**src/rtl/core/ugnb_pkg.sv**
```systemverilog
// Package for the uniform grid binning block: constants, codes and the
// controller/datapath command and status structs. No dependencies.
`default_nettype none
package ugnb_pkg;
  localparam int GRID_COLUMNS_DEF  = 16;
  localparam int GRID_ROWS_DEF     = 16;
  localparam int CELL_CAPACITY_DEF = 8;
  localparam int ID_WIDTH_DEF      = 10;
  localparam int MAX_RESULTS       = 32;
  localparam int CFG_W             = 15;
  localparam int POS_W             = 16;
  localparam int PID_W             = 10;
  localparam int CNT_W             = 6;
  // Numerator is 2*pos + scene +- cell: fits in 19 signed bits.
  localparam int NUM_W             = 19;
  localparam int DEN_W             = 17;
  localparam int QUO_W             = 19;

  localparam logic [1:0] MODE_CLEAR = 2'd0;
  localparam logic [1:0] MODE_REG   = 2'd1;
  localparam logic [1:0] MODE_QUERY = 2'd2;

  localparam logic [1:0] ST_OK   = 2'd0;
  localparam logic [1:0] ST_OUT  = 2'd1;
  localparam logic [1:0] ST_FULL = 2'd2;

  localparam logic [1:0] CFG_WIDTH  = 2'd0;
  localparam logic [1:0] CFG_HEIGHT = 2'd1;
  localparam logic [1:0] CFG_CELL   = 2'd2;

  typedef struct packed {
    logic       load;      // latch input item
    logic       div_start; // begin x/y division for corner in corner field
    logic [1:0] corner;
    logic       off_en;    // add the half-cell corner offsets (queries only)
    logic       clr_step;  // clear one cell count
    logic       clr_start;
    logic       reg_write; // store id and bump count
    logic       scan_start; // begin scanning current cell
    logic       rd_step;   // issue bucket read, advance slot
  } ugnb_cmd_t;

  typedef struct packed {
    logic div_done;
    logic cell_ok;
    logic cell_full;
    logic clr_done;
    logic scan_more;  // slot below fill remains
  } ugnb_sts_t;
endpackage
`default_nettype wire

```
**src/rtl/core/ugnb_ctrl.sv**
```systemverilog
// Controller state machine: sequences clear, register and query items and
// drives the result register. Depends on ugnb_pkg.
`default_nettype none
module ugnb_ctrl #(
  parameter int ID_WIDTH = ugnb_pkg::ID_WIDTH_DEF
) (
  input  wire logic                       clk,
  input  wire logic                       rst_n,
  input  wire logic                       in_valid,
  output logic                            in_ready,
  input  wire logic [1:0]                 in_mode,
  output ugnb_pkg::ugnb_cmd_t             cmd,
  input  wire ugnb_pkg::ugnb_sts_t        sts,
  input  wire logic [ID_WIDTH-1:0]        rd_id,
  output logic                            out_valid,
  input  wire logic                       out_ready,
  output logic [1:0]                      out_status,
  output logic [ugnb_pkg::PID_W-1:0]      out_neighbour_id,
  output logic                            out_found,
  output logic [ugnb_pkg::CNT_W-1:0]      out_neighbour_count,
  output logic                            out_last
);
  import ugnb_pkg::*;
  typedef enum logic [3:0] {
    S_INIT, S_IDLE, S_CLEAR, S_RDIV, S_RDEC, S_QDIV, S_QSCAN, S_QREAD, S_QEMIT,
    S_QNEXT, S_QEND, S_OUT
  } state_t;

  state_t state_r;
  logic [1:0] corner_r;
  logic [CNT_W-1:0] n_r;
  logic pend_r; // a read id waits in the output register
  logic [1:0] st_r;
  logic more;   // the current cell has ids left and the result limit is not hit

  // kick_r is set with the state change, so division starts as a division state begins.
  logic kick_r;

  always_comb begin
    more = sts.scan_more && (n_r != CNT_W'(MAX_RESULTS));
    cmd = '0;
    cmd.corner = corner_r;
    cmd.off_en = (state_r == S_QDIV);
    cmd.div_start = kick_r;
    in_ready = (state_r == S_IDLE) && !out_valid;
    if (in_valid && in_ready) begin
      cmd.load = 1'b1;
      cmd.clr_start = 1'b1;
    end
    unique case (state_r)
      S_INIT, S_CLEAR: cmd.clr_step = !sts.clr_done;
      S_RDEC: cmd.reg_write = sts.div_done && sts.cell_ok && !sts.cell_full;
      S_QSCAN: cmd.scan_start = sts.div_done;
      S_QREAD: cmd.rd_step = more && !pend_r && !out_valid;
      default: ;
    endcase
  end

  always_ff @(posedge clk) begin
    if (!rst_n) begin
      state_r <= S_INIT;
      out_valid <= 1'b0;
      kick_r <= 1'b0;
      corner_r <= '0;
      n_r <= '0;
      pend_r <= 1'b0;
    end else begin
      kick_r <= 1'b0;
      if (out_valid && out_ready) out_valid <= 1'b0;
      unique case (state_r)
        S_INIT: if (sts.clr_done) state_r <= S_IDLE;
        S_IDLE: if (in_valid && in_ready) begin
          corner_r <= '0;
          n_r <= '0;
          unique case (in_mode)
            MODE_CLEAR: state_r <= S_CLEAR;
            MODE_REG: begin state_r <= S_RDIV; kick_r <= 1'b1; end
            MODE_QUERY: begin state_r <= S_QDIV; kick_r <= 1'b1; end
            default: begin st_r <= ST_OK; state_r <= S_OUT; end
          endcase
        end
        S_CLEAR: if (sts.clr_done) begin st_r <= ST_OK; state_r <= S_OUT; end
        S_RDIV: state_r <= S_RDEC;
        S_RDEC: if (sts.div_done) begin
          st_r <= !sts.cell_ok ? ST_OUT : (sts.cell_full ? ST_FULL : ST_OK);
          state_r <= S_OUT;
        end
        S_OUT: begin
          out_valid <= 1'b1;
          out_status <= st_r;
          out_neighbour_id <= '0;
          out_found <= 1'b0;
          out_neighbour_count <= '0;
          out_last <= 1'b1;
          state_r <= S_IDLE;
        end
        S_QDIV: state_r <= S_QSCAN;
        S_QSCAN: if (sts.div_done) state_r <= S_QREAD;
        S_QREAD: begin
          // Another id follows, so the held one goes out without last.
          if (!more) state_r <= S_QNEXT;
          else if (pend_r) begin
            if (!out_valid) begin
              out_valid <= 1'b1;
              out_status <= ST_OK;
              out_found <= 1'b1;
              out_neighbour_count <= n_r;
              out_last <= 1'b0;
              pend_r <= 1'b0;
            end
          end else if (cmd.rd_step) state_r <= S_QEMIT;
        end
        S_QEMIT: begin
          // Hold the id until it is known whether more follow.
          pend_r <= 1'b1;
          n_r <= n_r + 1'b1;
          out_neighbour_id <= PID_W'(rd_id);
          state_r <= S_QREAD;
        end
        S_QNEXT: begin
          if (corner_r != 2'd3 && n_r != CNT_W'(MAX_RESULTS)) begin
            corner_r <= corner_r + 1'b1;
            kick_r <= 1'b1;
            state_r <= S_QDIV;
          end else state_r <= S_QEND;
        end
        S_QEND: if (!out_valid) begin
          out_valid <= 1'b1;
          out_status <= ST_OK;
          out_last <= 1'b1;
          out_found <= pend_r;
          out_neighbour_count <= n_r;
          if (!pend_r) out_neighbour_id <= '0;
          pend_r <= 1'b0;
          state_r <= S_IDLE;
        end
        default: state_r <= S_IDLE;
      endcase
    end
  end
endmodule
`default_nettype wire

```
**config.mk**
```make
export PLATFORM = sky130hd
export DESIGN_NAME = ugnb_ctrl
export DESIGN_NICKNAME = d
export VERILOG_FILES = /design/src/rtl/core/ugnb_pkg.sv /design/src/rtl/core/ugnb_ctrl.sv
export SDC_FILE = /design/constraint.sdc
export NUM_CORES = 1
export LEC_CHECK = 0
export ABC_CLOCK_PERIOD_IN_PS = 2740
export CAP_MARGIN = 40
export CORE_UTILIZATION = 60
export DETAILED_ROUTE_END_ITERATION = 6
export DONT_BUFFER_PORTS = 1
export PLACE_DENSITY = 0.76
export RECOVER_POWER = 50
export SLEW_MARGIN = 0
export SYNTH_ARGS = -nofsm -noshare
export SYNTH_HDL_FRONTEND = slang
export SYNTH_SLANG_ARGS = --single-unit
```
**constraint.sdc**
```tcl
create_clock -name clk -period 2.74 [get_ports clk]
set_input_delay 0.685 -clock clk [delete_from_list [all_inputs] [get_ports clk]]
set_output_delay 0.685 -clock clk [all_outputs]
set_load 0.005 [all_outputs]
```
==> qor.yml, run 1 <==
setup_path:
  path_delay_family: "flip-flops"
  endpoint_kind: "output pin"
  start_kind: "flop"
  crit_type: "reg2out"
  crit_buf_inv: 0
  cp_max_fo: 21
  critPathMaxStageDelay_ps: 820
  slowest_stage: "dfxtp_1"
  reg2reg_slack_ps: 320
  path_cells: "and4b_1 -> o211ai_1 -> nor2_1"
  cp_data_arrival_time_ps: 1890
  cp.required_ps: 2060
grt:
  grt_pass1_wl_um: 7093
  antenna_found_initial: 0
  grt_usage: 0.2568
  grt_max_degree: 22
  grt_overflow: 0
  grt_pass1_vias: 1524
sta:
  holdWs_ps: 454.8
  rsz0062_at_grt: "false"
  post-route-period-util: 0.9414
  fmax_mhz: 387.7
  final.setup_skew_ps: 15.30
  final-setup-viol-count: 0
  slew_viol_final: 0
  relSlewSlack: 0.4903
  finalHoldViolations: 0
  fin_crit_ps: 2579
  tightestPinTransition_ps: 745.3
  setup_tns_ps: 0
logic_synthesis:
  synth_area_leaders: "edfxtp_1, dfxtp_1, and2_1, ha_1, nor2_1"
  async_flop_share: 0
  avgSynthCellArea_um2: 9.644
  ys_warn_count: 0
  netlist_area_mm2: 0.002112
  yosys.area.top_type: "edfxtp_1"
  synth_edf_count: 22
  synth_cells: 219
  synth.distinct_cells: 51
  ys_seq_elements: 37
  synthFlopType: "edfxtp_1"
  synth_top_area_frac: 0.3128
  synth_fp_nets: 247
  seq_area_frac_synth: 0.4550
power_and_ir_drop:
  seqPwrFrac: 0.469
  p_int_mw: 1.071
  p_comb_frac: 0.304
  switchingPower_mw: 0.6006
  p_clk_frac: 0.226
  ir_worst_vdd_v: 0.0005614
  powerDensity_mw_per_mm2: 758.9
  switching_share: 0.3594
  p_leak_nw: 0.7798
  finalPower_mw: 1.671
routing:
  drtPass1Iterations: 4
  vias_per_cell: 6.302
  drt_iter0_drc: 107
  drc_errors: 0
  wl_per_cell_um: 16.90
  wirelength_um: 4428
  vias: 1651
  antenna_left: 0
cts:
  cts.sinks: 37
  clkTransAtPathRegs_ps: 130
  post_cts_resized: 0
  insertion_delay_ps: 350
  post-cts-setup-buffers: 0
  cts_hold_buf: 0
  cts_root_buf: "clkbuf_4"
  clockBufferDepth: 2
  tritoncts: "built"
  cts_buffers: 5
  htree_levels: 2
cells_and_area:
  syn2layout_area_growth_pct: 4.265
  diodes: 0
  num-fill-cells: 300
  ff_latch_area_um2: 960.9
  layout-drive-gt1-share: 0.06944
  layout.nets: 243
  multi_input_area_mm2: 0.001041
  final_area_mm2: 0.002202
run:
  maxCapViolations: 0
placed_design:
  dp_hpwl_um: 3234
  place_area_mm2: 0.002137
  gp_congestion: 0.9330
  port_buffers: 0
floorplan:
  die_x_um: 61.33
  start_util: 0.6280
  die_h_um: 61.33
  io_pins: 53
  core-area_mm2: 0.003363
  num_rows: 21
  dieArea_mm2: 0.003761
min_path:
  hp-class: "in2reg"
run_status:
  outcome: "completed"
==> final cells by class <==
| type | count | share of cell area |
|---|---|---|
| sequential | 37 | 0.4364 |
| clock buffer | 5 | 0.01705 |
| timing repair buffer | 4 | 0.01023 |
| multi-input combinational | 156 | 0.4727 |
| tap | 46 | 0.02614 |
| inverter | 11 | 0.01875 |
| clock inverter | 3 | 0.01875 |
==> cell families (layout without fill, tap and decap cells) <==
kind of cell	Yosys count	count (layout)	synth area share
flip-flops	37	37	0.4550
buffers and inverters	26	23	0.05509
AND/OR/NAND/NOR	93	93	0.2488
AO/OA/AOI/OAI	45	45	0.1493
adder cells (fa/ha/maj)	7	7	0.04147
multiplexers	8	8	0.03792
XOR/XNOR	3	3	0.01244
==> registers in the layout (all words and copies together) (netlist names) <==
| name | count |
|---|---|
| out_neighbour_id | 10 |
| n_r | 6 |
| out_neighbour_count | 6 |
| state_r | 4 |
| corner_r | 2 |
| out_status | 2 |
| st_r | 2 |
| kick_r | 1 |
| out_found | 1 |
| out_last | 1 |
| out_valid | 1 |
| pend_r | 1 |
==> power groups by stage <==
stage               Sequential (mW)  Clock [mW]  Combinational, mW
floorplan                     0.701           0              0.493
global placement              0.784           0              0.485
detailed placement            0.795           0              0.508
CTS                           0.782       0.385              0.511
global route                  0.801       0.403              0.570
finish                        0.785       0.378              0.508
==> per-stage QoR <==
step,setup slack [ps],instances,util
floorplan,340.7,219,-
global placement,550.9,254,0.6354
detailed placement,345.3,254,0.6354
CTS,180.5,262,0.6589
global route,41.88,262,0.6548
finish,160.6,262,0.6548
==> worst reg2reg max path: cells and delay by family, from the launching register on <==
family	cells	cell delay (ps)
flip-flops	1	820
AND/OR/NAND/NOR	2	730
AO/OA/AOI/OAI	2	560
==> path summary, 6_finish.rpt <==
check | from | endpoint | cells past startpoint
setup / recovery | state_r[2] | cmd[0] | 3
hold / removal | rst_n | state_r[3] | 1
setup reg to reg | state_r[2] | out_neighbour_count[4] | 4
hold reg to reg | pend_r | pend_r | 2
==> placed cells by master (no fill, tap or decap), types with 2 or more instances in the layout <==
cell and count:
nor2_1 23, edfxtp_1 22, dfxtp_1 15, nand2_1 13
inv_1 11, and2_1 10, o21ai_0 9, nor3_1 9
a21oi_1 9, mux2i_1 8, ha_1 7, nand2b_1 5
clkbuf_4 5, nor2b_1 4, nand3_1 4, o211ai_1 4
or4b_1 4, and2_0 4, a22o_1 3, nor3b_1 3
a211oi_1 3, or2_2 2, and3_1 2, o22ai_1 2
xor2_1 2, a22oi_1 2, or4_1 2, buf_4 2
clkbuf_1 2
==> layer usage <==
metal | part of all wire | global-route usage | vias to the layer above
li1 | - | - | 788
met1 | 0.40 | 0.3141 | 778
met2 | 0.50 | 0.4239 | 75
met3 | 0.078 | 0.08613 | 10
met4 | 0.018 | 0.09206 | 0
met5 | 0 | 0 | -
==> Yosys cell counts, types with 5 or more instances <==
cell       n
clkbuf_1   9
edfxtp_1  22
mux2i_1    8
nand2_1   13
nand2b_1   5
dfxtp_1   15
nor2_1    23
inv_1     11
a21oi_1    9
ha_1       7
and2_1    14
nor3_1     9
o21ai_0    9
(Power assumes the default switching activity.)
==> run 2, diff against run 1 <==
--- a/config.mk
+++ b/config.mk
@@ -7,10 +7,12 @@
 export LEC_CHECK = 0
 export ABC_CLOCK_PERIOD_IN_PS = 2740
 export CAP_MARGIN = 40
-export CORE_UTILIZATION = 60
+export CELL_PAD_IN_SITES_DETAIL_PLACEMENT = 1
+export CELL_PAD_IN_SITES_GLOBAL_PLACEMENT = 2
+export CORE_UTILIZATION = 38
 export DETAILED_ROUTE_END_ITERATION = 6
 export DONT_BUFFER_PORTS = 1
-export PLACE_DENSITY = 0.76
+export PLACE_DENSITY_LB_ADDON = 0.1
 export RECOVER_POWER = 50
 export SLEW_MARGIN = 0
 export SYNTH_ARGS = -nofsm -noshare
==> run 2 against run 1 <==
  * Final cell count rose by 9.5%
  * Design area increased by 4.2%
  * Clock-buffer cell count did not move
  * Critical path depth unchanged
  * Maximum frequency rose by 4.9%
  * Non-clock buffer count grew 1
  * Register-to-register slack gained 90 ps
  * Routed wire length grew 27%
==> qor.yml, run 2 (synthesis gave the netlist of run 1 again) <==
setup_path:
  crit_type: "reg2out"
  start_kind: "flop"
  cp_max_fo: 17
  cp_data_arrival_time_ps: 1770
  cp.required_ps: 2060
  endpoint_kind: "output pin"
cells_and_area:
  diodes: 0
  layout_commonest_cell: "nor2_1"
  final_area_mm2: 0.002295
  reg_top3: "out_neighbour_id (10), n_r (6), out_neighbour_count (6)"
  largest_reg_flops: 10
  utilization: 0.4381
  final_cell_mix: "nor2_1, edfxtp_1, dfxtp_1"
  syn2layout_area_growth_pct: 8.649
  layout-drive-gt1-share: 0.07834
  largest_register: "out_neighbour_id"
  layout.nets: 244
  instances_no_fill: 287
sta:
  setup_slack_ps: 281.7
  tightestPinTransition_ps: 759.0
  fmax_mhz: 406.8
  final.setup_skew_ps: 6.727
  finalHoldViolations: 0
  fin_crit_ps: 2458
  slew_viol_final: 0
  relSlewSlack: 0.4809
  rsz0062_at_grt: "false"
  final-setup-viol-count: 0
  setup_tns_ps: 0
  post-route-period-util: 0.8972
  holdWs_ps: 497.1
routing:
  drtPass1Iterations: 4
  drc_errors: 0
  drt_iter0_drc: 69
  vias: 1674
  wirelength_um: 5609
  wl_per_cell_um: 19.54
  antenna_left: 0
  vias_per_cell: 5.833
grt:
  grt_pass1_wl_um: 9535
  grt_max_degree: 20
  grt_usage: 0.2078
  grt_overflow: 0
  grt_pass1_vias: 1877
  antenna_found_initial: 0
power_and_ir_drop:
  p_leak_nw: 0.8177
  finalPower_mw: 1.889
  ir_worst_vdd_v: 0.0003999
  powerDensity_mw_per_mm2: 823.3
floorplan:
  die_x_um: 76.55
  die_h_um: 76.55
  start_util: 0.4032
  io_pins: 53
  core-area_mm2: 0.005238
  dieArea_mm2: 0.005860
  num_rows: 26
cts:
  post_cts_resized: 0
  cts.sinks: 37
  post-cts-setup-buffers: 0
  cts_hold_buf: 0
  clkTransAtPathRegs_ps: 80
  cts_buffers: 5
  insertion_delay_ps: 290
  clockBufferDepth: 2
  htree_levels: 2
  cts_root_buf: "clkbuf_8"
  tritoncts: "built"
placed_design:
  place_area_mm2: 0.002168
  post-place-ws_ps: 427.5
  dp_cells: 279
  dp_hpwl_um: 4290
  gp_congestion: 0.8494
  port_buffers: 0
min_path:
  hp-class: "reg2reg"
run_status:
  outcome: "completed"
run:
  maxCapViolations: 0
[run 2: changes by cell type in the layout (fill, tap and decap cells not counted), sizes merged]
cell	change
buf	+1
bufinv	+1
clkinvlp	-1
[run 2: worst paths after layout]
check / cells after the start / start / slack (ps) / to
worst min-delay path: 2 / pend_r / 500 / pend_r
worst max register to register: 4 / state_r[2] / 410 / out_neighbour_count[4]
worst max-delay path: 3 / state_r[0] / 280 / cmd[9]
worst min register to register: 2 / pend_r / 500 / pend_r
[run 2: report_power, final]
part | leakage [nW] | internal [mW] | switching, mW | total (mW)
Clock | 0.0681 | 0.361 | 0.194 | 0.556
Sequential | 0.325 | 0.655 | 0.118 | 0.773
Combinational | 0.425 | 0.234 | 0.327 | 0.560
[run 2: critical path: stages (launching register included)]
cell,delay [ps]
dfxtp_1,670
nor4b_2,390
nand2_1,210
inv_1,210
[run 2: layout make-up]
type | instances | area (um2)
Clock inverter | 3 | 65.06
Timing Repair Buffer | 5 | 30.03
Fill cell | 619 | 2943
Tap cell | 70 | 87.58
Inverter | 11 | 41.29
Clock buffer | 5 | 68.82
Sequential cell | 37 | 960.9
Multi-Input combinational cell | 156 | 1041
[run 2: metal layers]
| metal | part of all wire | routed length (um) | vias to the layer above | GRT usage |
|---|---|---|---|---|
| met1 | 0.44 | 2462 | 821 | 0.2431 |
| met4 | 0.020 | 114 | 0 | 0.08269 |
| met5 | 0 | 0 | - | 0 |
| met2 | 0.48 | 2703 | 57 | 0.3595 |
| li1 | - | - | 786 | - |
| met3 | 0.058 | 328 | 10 | 0.05509 |
